$ cat src/sv/max_heap_priority_queue_core_assert.svh
// assertion macros shared by the priority queue
`ifndef MAX_HEAP_PRIORITY_QUEUE_CORE_ASSERT_SVH
`define MAX_HEAP_PRIORITY_QUEUE_CORE_ASSERT_SVH

// same-cycle implication
`define MHPQ_ASSERT_NOW(lbl, ante, cons, msg) \
   lbl: assert property (@(posedge clock) disable iff (reset) (ante) |-> (cons)) \
      else $error(msg);

// next-cycle implication
`define MHPQ_ASSERT_NEXT(lbl, ante, cons, msg) \
   lbl: assert property (@(posedge clock) disable iff (reset) (ante) |=> (cons)) \
      else $error(msg);

`endif

$ cat src/sv/mhpq_pkg.sv
package mhpq_pkg;

   localparam int DATA_W      = 32;
   localparam int COUNT_OUT_W = 5;
   localparam int STATUS_W    = 2;

   localparam logic OP_INSERT = 1'b0;
   localparam logic OP_REMOVE = 1'b1;

   localparam logic [STATUS_W-1:0] ST_OK    = 2'd0;
   localparam logic [STATUS_W-1:0] ST_FULL  = 2'd1;
   localparam logic [STATUS_W-1:0] ST_EMPTY = 2'd2;

   // command broadcast to every cell of the row
   typedef struct packed {
      logic                     ins;
      logic                     rem;
      logic signed [DATA_W-1:0] key;
   } cell_cmd_type;

endpackage

$ cat src/sv/max_heap_priority_queue_core.sv
// channel  dir  tdata (low bit up)                        tuser
// req      in   value[31:0]                              op[0]
// rsp      out  removed_value, top_value, element_count   status[1:0]
//
// one request per cycle unless rsp stalls; cells shift or open a gap in one step
// the result is registered and shows in the cycle after the request transfer
// a new request is taken while the result is consumed in the same cycle
// reset clears the element count and the result valid
// the row holds values sorted largest first, so the maximum sits in the first cell
module max_heap_priority_queue_core
   import mhpq_pkg::*;
#(
   parameter int CAPACITY = 16
) (
   input  logic        clock,
   input  logic        reset,
   input  logic        req_tvalid,
   output logic        req_tready,
   input  logic [31:0] req_tdata,   // value[31:0]
   input  logic [0:0]  req_tuser,   // op[0]
   output logic        rsp_tvalid,
   input  logic        rsp_tready,
   output logic [71:0] rsp_tdata,   // removed_value[31:0], top_value[63:32],
                                    // element_count[68:64], zero fill[71:69]
   output logic [1:0]  rsp_tuser    // status[1:0]
);

`include "max_heap_priority_queue_core_assert.svh"

   localparam int CW = $clog2(CAPACITY + 1);
   localparam logic [CW-1:0] CAP_CNT = CW'(CAPACITY);

   logic [CW-1:0] count_ff, count_in;
   logic          accept, op, ins_ok, rem_ok;
   cell_cmd_type  cmd;

   logic signed [DATA_W-1:0] cell_val [CAPACITY];
   logic signed [DATA_W-1:0] cell_nxt [CAPACITY];
   logic                     cell_gt  [CAPACITY];

   logic                       rsp_tvalid_ff, rsp_tvalid_in;
   logic signed [DATA_W-1:0]   removed_ff, removed_in;
   logic signed [DATA_W-1:0]   top_ff, top_in;
   logic [COUNT_OUT_W-1:0]     cnt_out_ff, cnt_out_in;
   logic [STATUS_W-1:0]        status_ff, status_in;
   logic [CW+COUNT_OUT_W-1:0]  count_wide;

   assign req_tready = !rsp_tvalid_ff || rsp_tready;
   assign accept     = req_tvalid && req_tready;
   assign op         = req_tuser[0];
   assign ins_ok     = accept && (op == OP_INSERT) && (count_ff != CAP_CNT);
   assign rem_ok     = accept && (op == OP_REMOVE) && (count_ff != '0);

   assign cmd.ins = ins_ok;
   assign cmd.rem = rem_ok;
   assign cmd.key = req_tdata;

   genvar i;
   generate
      for (i = 0; i < CAPACITY; i++) begin : g_cell
         logic signed [DATA_W-1:0] lv, rv;
         logic                     lg;
         if (i == 0) begin : g_first
            assign lv = '0;
            assign lg = 1'b0;
         end else begin : g_mid
            assign lv = cell_val[i-1];
            assign lg = cell_gt[i-1];
         end
         if (i == CAPACITY - 1) begin : g_last
            assign rv = '0;
         end else begin : g_inner
            assign rv = cell_val[i+1];
         end
         mhpq_cell u_cell (
            .clock     (clock),
            .cmd       (cmd),
            .occ       (CW'(i) < count_ff),
            .left_val  (lv),
            .left_gt   (lg),
            .right_val (rv),
            .val       (cell_val[i]),
            .val_nxt   (cell_nxt[i]),
            .gt        (cell_gt[i])
         );
      end
   endgenerate

   always_comb begin
      count_in = count_ff;
      if (ins_ok) begin
         count_in = count_ff + 1'b1;
      end else if (rem_ok) begin
         count_in = count_ff - 1'b1;
      end
   end

   assign count_wide = (CW + COUNT_OUT_W)'(count_in);

   always_comb begin
      rsp_tvalid_in = rsp_tvalid_ff;
      removed_in    = removed_ff;
      top_in        = top_ff;
      cnt_out_in    = cnt_out_ff;
      status_in     = status_ff;
      if (accept) begin
         rsp_tvalid_in = 1'b1;
         removed_in    = rem_ok ? cell_val[0] : '0;
         top_in        = (count_in != '0) ? cell_nxt[0] : '0;
         cnt_out_in    = count_wide[COUNT_OUT_W-1:0];
         if (op == OP_INSERT && !ins_ok) begin
            status_in = ST_FULL;
         end else if (op == OP_REMOVE && !rem_ok) begin
            status_in = ST_EMPTY;
         end else begin
            status_in = ST_OK;
         end
      end else if (rsp_tready) begin
         rsp_tvalid_in = 1'b0;
      end
   end

   always_ff @(posedge clock) begin
      if (reset) begin
         count_ff      <= '0;
         rsp_tvalid_ff <= 1'b0;
      end else begin
         count_ff      <= count_in;
         rsp_tvalid_ff <= rsp_tvalid_in;
      end
      removed_ff <= removed_in;
      top_ff     <= top_in;
      cnt_out_ff <= cnt_out_in;
      status_ff  <= status_in;
   end

   assign rsp_tvalid = rsp_tvalid_ff;
   assign rsp_tdata  = {3'b000, cnt_out_ff, top_ff, removed_ff};
   assign rsp_tuser  = status_ff;

   `MHPQ_ASSERT_NOW(a_count_bound, 1'b1, count_ff <= CAP_CNT, "count beyond capacity")
   `MHPQ_ASSERT_NOW(a_row_order, count_ff >= CW'(2), cell_val[0] >= cell_val[1], "row out of order")
   `MHPQ_ASSERT_NEXT(a_insert_count, ins_ok, count_ff == CW'($past(count_ff) + 1'b1), "insert count")
   `MHPQ_ASSERT_NOW(a_full_status, rsp_tvalid_ff && status_ff == ST_FULL, count_ff == CAP_CNT, "full status")

endmodule

$ cat src/sv/mhpq_cell.sv
module mhpq_cell
   import mhpq_pkg::*;
(
   input  logic                     clock,
   input  cell_cmd_type             cmd,
   input  logic                     occ,
   input  logic signed [DATA_W-1:0] left_val,
   input  logic                     left_gt,
   input  logic signed [DATA_W-1:0] right_val,
   output logic signed [DATA_W-1:0] val,
   output logic signed [DATA_W-1:0] val_nxt,
   output logic                     gt
);

   logic signed [DATA_W-1:0] val_ff;
   logic signed [DATA_W-1:0] val_in;

   // key belongs at or before this cell; monotonic along the sorted row
   assign gt = !occ || (cmd.key > val_ff);

   always_comb begin
      val_in = val_ff;
      if (cmd.ins) begin
         if (left_gt) begin
            val_in = left_val;
         end else if (gt) begin
            val_in = cmd.key;
         end
      end else if (cmd.rem) begin
         val_in = right_val;
      end
   end

   always_ff @(posedge clock) begin
      val_ff <= val_in;
   end

   assign val     = val_ff;
   assign val_nxt = val_in;

endmodule
$ cat config.mk
export PLATFORM = sky130hd
export DESIGN_NAME = max_heap_priority_queue_core
export DESIGN_NICKNAME = d
export VERILOG_FILES = /design/src/sv/mhpq_pkg.sv /design/src/sv/max_heap_priority_queue_core.sv /design/src/sv/mhpq_cell.sv
export VERILOG_INCLUDE_DIRS = /design/src /design/src/sv
export SDC_FILE = /design/constraint.sdc
export NUM_CORES = 2
export LEC_CHECK = 0
export BUFFER_PORTS_ARGS = -buffer_cell sky130_fd_sc_hd__buf_2
export CAP_MARGIN = 20
export CELL_PAD_IN_SITES_DETAIL_PLACEMENT = 0
export CELL_PAD_IN_SITES_GLOBAL_PLACEMENT = 1
export CORE_MARGIN = 3
export CORE_UTILIZATION = 33
export DETAILED_ROUTE_END_ITERATION = 10
export GPL_TIMING_DRIVEN = 0
export PLACE_DENSITY = 0.55
export SLEW_MARGIN = 15
export SYNTH_ARGS = -nofsm -noshare
export SYNTH_HDL_FRONTEND = slang
export SYNTH_SLANG_ARGS = --single-unit
$ cat constraint.sdc
create_clock -name clock -period 6.9 [get_ports clock]
set_input_delay 1.035 -clock clock [delete_from_list [all_inputs] [get_ports clock]]
set_output_delay 1.035 -clock clock [all_outputs]
set_load 0.03 [all_outputs]
## Word-level counts from Yosys, hierarchy flattened

Index checks and enable logic that the tools add are counted.

- Add/sub/neg operators: 2
- Multipliers: 0
- Divide/modulo/power cells: 0
- Order comparisons: 32
- Eq/ne operators: 16
- Shift operators: 0
- Muxes and demuxes: 68
- Bitwise logic cells: 1
- Reduce and logical (&&, ||, !) cells: 62

Operator list:

| kind | count |
|---|---|
| $mux 32 | 63 |
| $gt 32x32->1 | 16 |
| $ne 3x1->1 const B | 15 |
| $lt 4x5->1 const A | 8 |
| $reduce_and 2->1 | 15 |
| $lt 3x5->1 const A | 4 |
| $logic_not 1->1 | 19 |
| $logic_or 1x1->1 | 17 |
| $lt 1x5->1 const A | 2 |
| $lt 2x5->1 const A | 2 |
| $mux 5 | 2 |
| $reduce_bool 5->1 | 2 |
| $logic_and 1x1->1 | 7 |
| $add 5x1->5 const B | 1 |
| $ne 5x5->1 const B | 1 |
| $sub 5x1->5 const B | 1 |
| $reduce_bool 2->1 | 2 |
| $mux 1 | 2 |
| $mux 2 | 1 |
| $not 1->1 | 1 |

- Bits in registers: 589
- Bits in latches: 0
- Memory bits (writable): 0
- Memory bits (read-only): 0
- Bits of input ports: 37
- Output and inout bits: 76
- Logic and storage cells: 203
- Memories kept: 0

## Depth between registers and ports, before layout

- Word-level depth: 8
- Depth in mapped cells: 12
- Gate-level depth less buffers: 10

## Hierarchy

Synthesis repeated with hierarchy kept, for this count alone.

- Cell total of the unflattened synthesis: 6238
- Area total of the unflattened synthesis: 49448.7 um^2

By module, submodules not included:

| module | times used | cells each | area each (um^2) | sequential area each (um^2) |
|---|---|---|---|---|
| mhpq_cell | 16 | 372 | 2870.3 | 640.6 |
| max_heap_priority_queue_core | 1 | 286 | 3524.6 | 2252.2 |

## Worst setup path before layout

OpenSTA, ideal clock, no wires.

- Path kind: input -> register
- Start point: input rsp_tready
- End point: register g_cell[6].u_cell.val_ff[0] (enable)
- Library setup time: 432 ps
- Arrival time: 5241 ps
- Required time: 6468 ps
- Setup slack: 1227 ps
- Stages on the path: 8
- Buffers on the path: 2
- Cells stage by stage: nand2b_1 > nand2_1 > inv_1 > nand3b_1 > clkbuf_1 > buf_1 > nor2_1 > a21oi_1

- Cells in the longest elaborated chain, start to end: 6
- Elaborated cells between the ends (all ways): 9
- Those cells by class: eq/ne: 1; reduce/logical: 8

Ends and longest elaborated chain:

| element | RTL line | text |
|---|---|---|
| start, declared | max_heap_priority_queue_core.sv:22 | `input logic rsp_tready,` |
| $logic_or 1x1->1 * | max_heap_priority_queue_core.sv:48 | `assign req_tready = !rsp_tvalid_ff \|\| rsp_tready;` |
| $logic_and 1x1->1 * | max_heap_priority_queue_core.sv:49 | `assign accept = req_tvalid && req_tready;` |
| via accept | max_heap_priority_queue_core.sv:34 | `logic accept, op, ins_ok, rem_ok;` |
| $logic_and 1x1->1, on equally long branches (2 in series) | max_heap_priority_queue_core.sv:51, max_heap_priority_queue_core.sv:52 |  |
| $ne 3x1->1 (no line) / $reduce_bool 2->1 (equally long branches) | - |  |
| $reduce_and 2->1 (no line) * | - |  |
| end signal, assigned | mhpq_cell.sv:35 | `val_ff <= val_in;` |
| end, declared | mhpq_cell.sv:15 | `logic signed [DATA_W-1:0] val_ff;` |

The timed path passes the listed nets; every way through them passes the cells marked *.
A chain may end at the register's enable or synchronous reset.

## Worst setup path in the final report

- Start point: input req_tdata[30]
- End point: register g_cell[14].u_cell.val_ff[4] (enable)

- Cells in the longest elaborated chain, start to end: 4
- Elaborated cells between the ends (all ways): 6
- Those cells by class: order compare: 2; eq/ne: 1; reduce/logical: 3

Ends and longest elaborated chain:

| element | RTL line | text |
|---|---|---|
| start, declared | max_heap_priority_queue_core.sv:19 | `input logic [31:0] req_tdata,` |
| $gt 32x32->1 | mhpq_cell.sv:19 | `assign gt = !occ \|\| (cmd.key > val_ff);` |
| $logic_or 1x1->1 | mhpq_cell.sv:19 |  |
| $ne 3x1->1 (no line) * | - |  |
| $reduce_and 2->1 (no line) * | - |  |
| end signal, assigned | mhpq_cell.sv:35 |  |
| end, declared | mhpq_cell.sv:15 |  |

Mark *: on every way between the ends. The rest lies on a longest branch, timed or not.

==> results.md <==
- Register area share after synthesis: 42.9%
- Peak VDD IR: roughly 180 uV
- Tmin final: 5.67 ns
- Clock Path Buffers: 3
- Post-synth EDFFs: 551
- CP arrival: 6.02 ns
- Dominant cells by area after synthesis: edfxtp_1, ha_1, o221ai_1
- Switching Power: between 4000 and 5000 uW
- Cell Rows: 127
- Clock power frac: 33.8%
- Final hold viol count: 0
- Worst min path class: register to register
- DRC viols: 0
- PD cells: 274 nW/um^2
- Most common cell after layout, fill and taps aside: edfxtp_1
- I/O pin count: roughly 110
- Clock tree root buffer cell: clkbuf_16
- Routability cong.: approximately 0.87
- Filler cell count in the final layout: 12300
- Worst Path Max Fanout: 23
- YS warnings: 0
- RSZ-0062 raised after global routing: false
- Design area: 46100 sq um
- Yosys top cell by area: edfxtp_1
- Num CTS Buffers: 77
- Synth top area share: 41.0%
- Worst Skew: 0.0309 ns
- Worst path required time: around 7.3 ns
- Die area: 126000 sq um
- Hold Path Depth: 2
- Switching share of total power: between 30% and 40%
- Drt pass-1 iters: 5
- Gr usage total: approximately a quarter
- WS Path Type: primary input to register
- Initial core utilization: between 30% and 40%
- Crit. End Element: register
- Worst-path clk slew: approximately 0.060 ns
- Part of the power in registers: around 40%
- Hold_buf cts: 0
- Lkg Pwr: 0.0194 uW
- Vias: 33700
- Flops & latches, synth: 589
- Vias per Instance: 5.61
- Area post-placement: approximately 44000 sq um
- Worst Max-Slew Pin Slew: 1.20 ns
- Syn-to-layout area delta: 14.4%
- Max cap viols: 0
- # clock sinks: 589
- Antenna violations before repair: 0
- Reg2Reg Depth: 13
- Total internal power: 8270 uW
- Largest net degree at the start of global routing: 60
- Commonest non-fill, non-tap cells in the layout: edfxtp_1, inv_1, ha_1
- Iter 0 DRT Violations: approximately 2800
- Clk_lat worst skew: 0.66 ns
- Die Wd: 356 microns
- Fmax: 176 MHz
- FFs w/ async S/R, synth: 0%
- Post-detailed-route count of antenna-violating nets: 0
- Post-CTS Setup Inserts: 0
- Fin crit share: 82.2%
- Core Util, Final: 38.3%
- Layout cell share with drive strength beyond 1: 7.66%
- Synth Flop Type: edfxtp_1
- Comb power frac: 27.1%
- Slew headroom: 20.0%
- Routed WL: 158000 microns
- H-tree depth: 3
- Resized Gates After CTS: 0
- Core ar.: 121000 sq um
- HPWL Detailed: 130000 microns
- Die span in y: 356 microns
- Routed length per instance: 26.2 microns
- First-pass GRT wire length: 229000 microns
- Synthesized area per cell: 9.78 sq um
- Setup Viol. Count Final: 0
- Type of origin of the critical path: primary input
- TritonCTS clock tree: built
- Cell count after synthesis: 4122
- Mapped Area: about 40000 sq um
- Fin. max-slew vios: 0
- Number of global-route vias before repair: 33900
- Status: completed
- Port Buffers: around 110
- Remaining global-route overflow: 0
- Layout Nets: 4894
- Unique masters post-synth: 68
-- final timing paths --
check                                 startpoint                            endpoint  slack [ns]
min reg2reg              rsp_tvalid$_SDFFE_PP0P_             rsp_tvalid$_SDFFE_PP0P_        0.53
max reg2reg  g_cell[14].u_cell.val[31]$_DFFE_PP_  g_cell[14].u_cell.val[4]$_DFFE_PP_        1.63
max                                req_tdata[30]  g_cell[14].u_cell.val[4]$_DFFE_PP_        1.23
min                      rsp_tvalid$_SDFFE_PP0P_             rsp_tvalid$_SDFFE_PP0P_        0.53
-- logic make-up (layout without fill, tap and decap cells) --
family | Yosys count | in the layout | synth area share [%]
mux | 146 | 146 | 3.62
compound gates | 951 | 951 | 16.1
simple gates | 1148 | 1148 | 14.0
fa+ha+maj | 515 | 515 | 16.0
xor+xnor | 3 | 3 | 0.0652
buf+inv | 769 | 1047 | 7.31
flops | 589 | 589 | 42.9
other cells | 1 | 5 | 0.00930
-- cell usage after synthesis, types with 23 or more instances --
cell	n
edfxtp_1	551
inv_1	517
ha_1	515
nand3_1	397
o221ai_1	302
a21oi_1	255
nand2_1	249
nor2_1	223
clkbuf_1	207
o21ai_0	189
mux2i_1	146
nand4_1	116
nor3_1	60
dfxtp_1	38
a21o_1	31
o211ai_1	30
nor4_2	29
o21a_1	23
-- worst max-delay path, stage by stage --
cell and delay [ns]:
buf_2 0.57, ha_1 0.31, nand4_1 0.16, nor4_1 0.77, nand2_1 0.28, o2bb2ai_1 0.31, and4_1 0.28, o31ai_2 0.58
buf_4 0.27, clkbuf_1 0.62, nor3_1 0.17, nor2_4 0.38, buf_12 0.24
-- power groups by stage --
stage	Sequential, uW	Clock (uW)	Combinational (uW)
2_1_floorplan	5050	0	2050
3_3_place_gp	5050	0	3250
3_5_place_dp	5020	0	3390
4_1_cts	4950	4350	3410
5_1_grt	5000	4470	3810
6_report	4940	4260	3430
-- routing by layer --
| layer | wire (microns) | GRT usage [%] | up-vias |
|---|---|---|---|
| met4 | 3860 | 6.41 | 0 |
| li1 | - | - | 16000 |
| met3 | 7050 | 2.36 | 201 |
| met5 | 0 | 0 | - |
| met2 | 70400 | 38.4 | 900 |
| met1 | 76300 | 35.6 | 16600 |
-- layout make-up --
class,instances,area [sq um],area share [%]
inverters,517,1940,4.21
clock buffers,99,2120,4.60
multi-input cells,2766,20200,43.9
diodes,2,5.00,0.0108
flip-flops and latches,589,17300,37.5
clock inverters,40,454,0.984
repair buffers,139,1030,2.24
plain buffers,252,1010,2.19
well taps,1612,2020,4.37
-- sequential cells by signal, summed over array words and instances (netlist names) --
signal and cells:
g_cell.u_cell.val 512, rsp_tvalid 1, rsp_tuser 2, count_ff 5, cnt_out_ff 5, removed_ff 32
top_ff 32
-- through the flow --
| step | hold WS [ns] | setup slack (ns) | power [uW] | setup TNS (ns) | instances |
|---|---|---|---|---|---|
| after floorplan | 0.510 | 1.23 | 7100 | 0 | 4124 |
| after global placement | 0.515 | -1.71 | 8300 | -716.60 | 5845 |
| after detailed placement | 0.514 | 0.547 | 8400 | 0 | 5871 |
| after CTS | 0.526 | 1.25 | 12700 | 0 | 6010 |
| after global routing | 0.550 | 1.06 | 13300 | 0 | 6014 |
| final | 0.528 | 1.23 | 12600 | 0 | 6016 |
No activity file was read; power rests on OpenSTA's default activity.
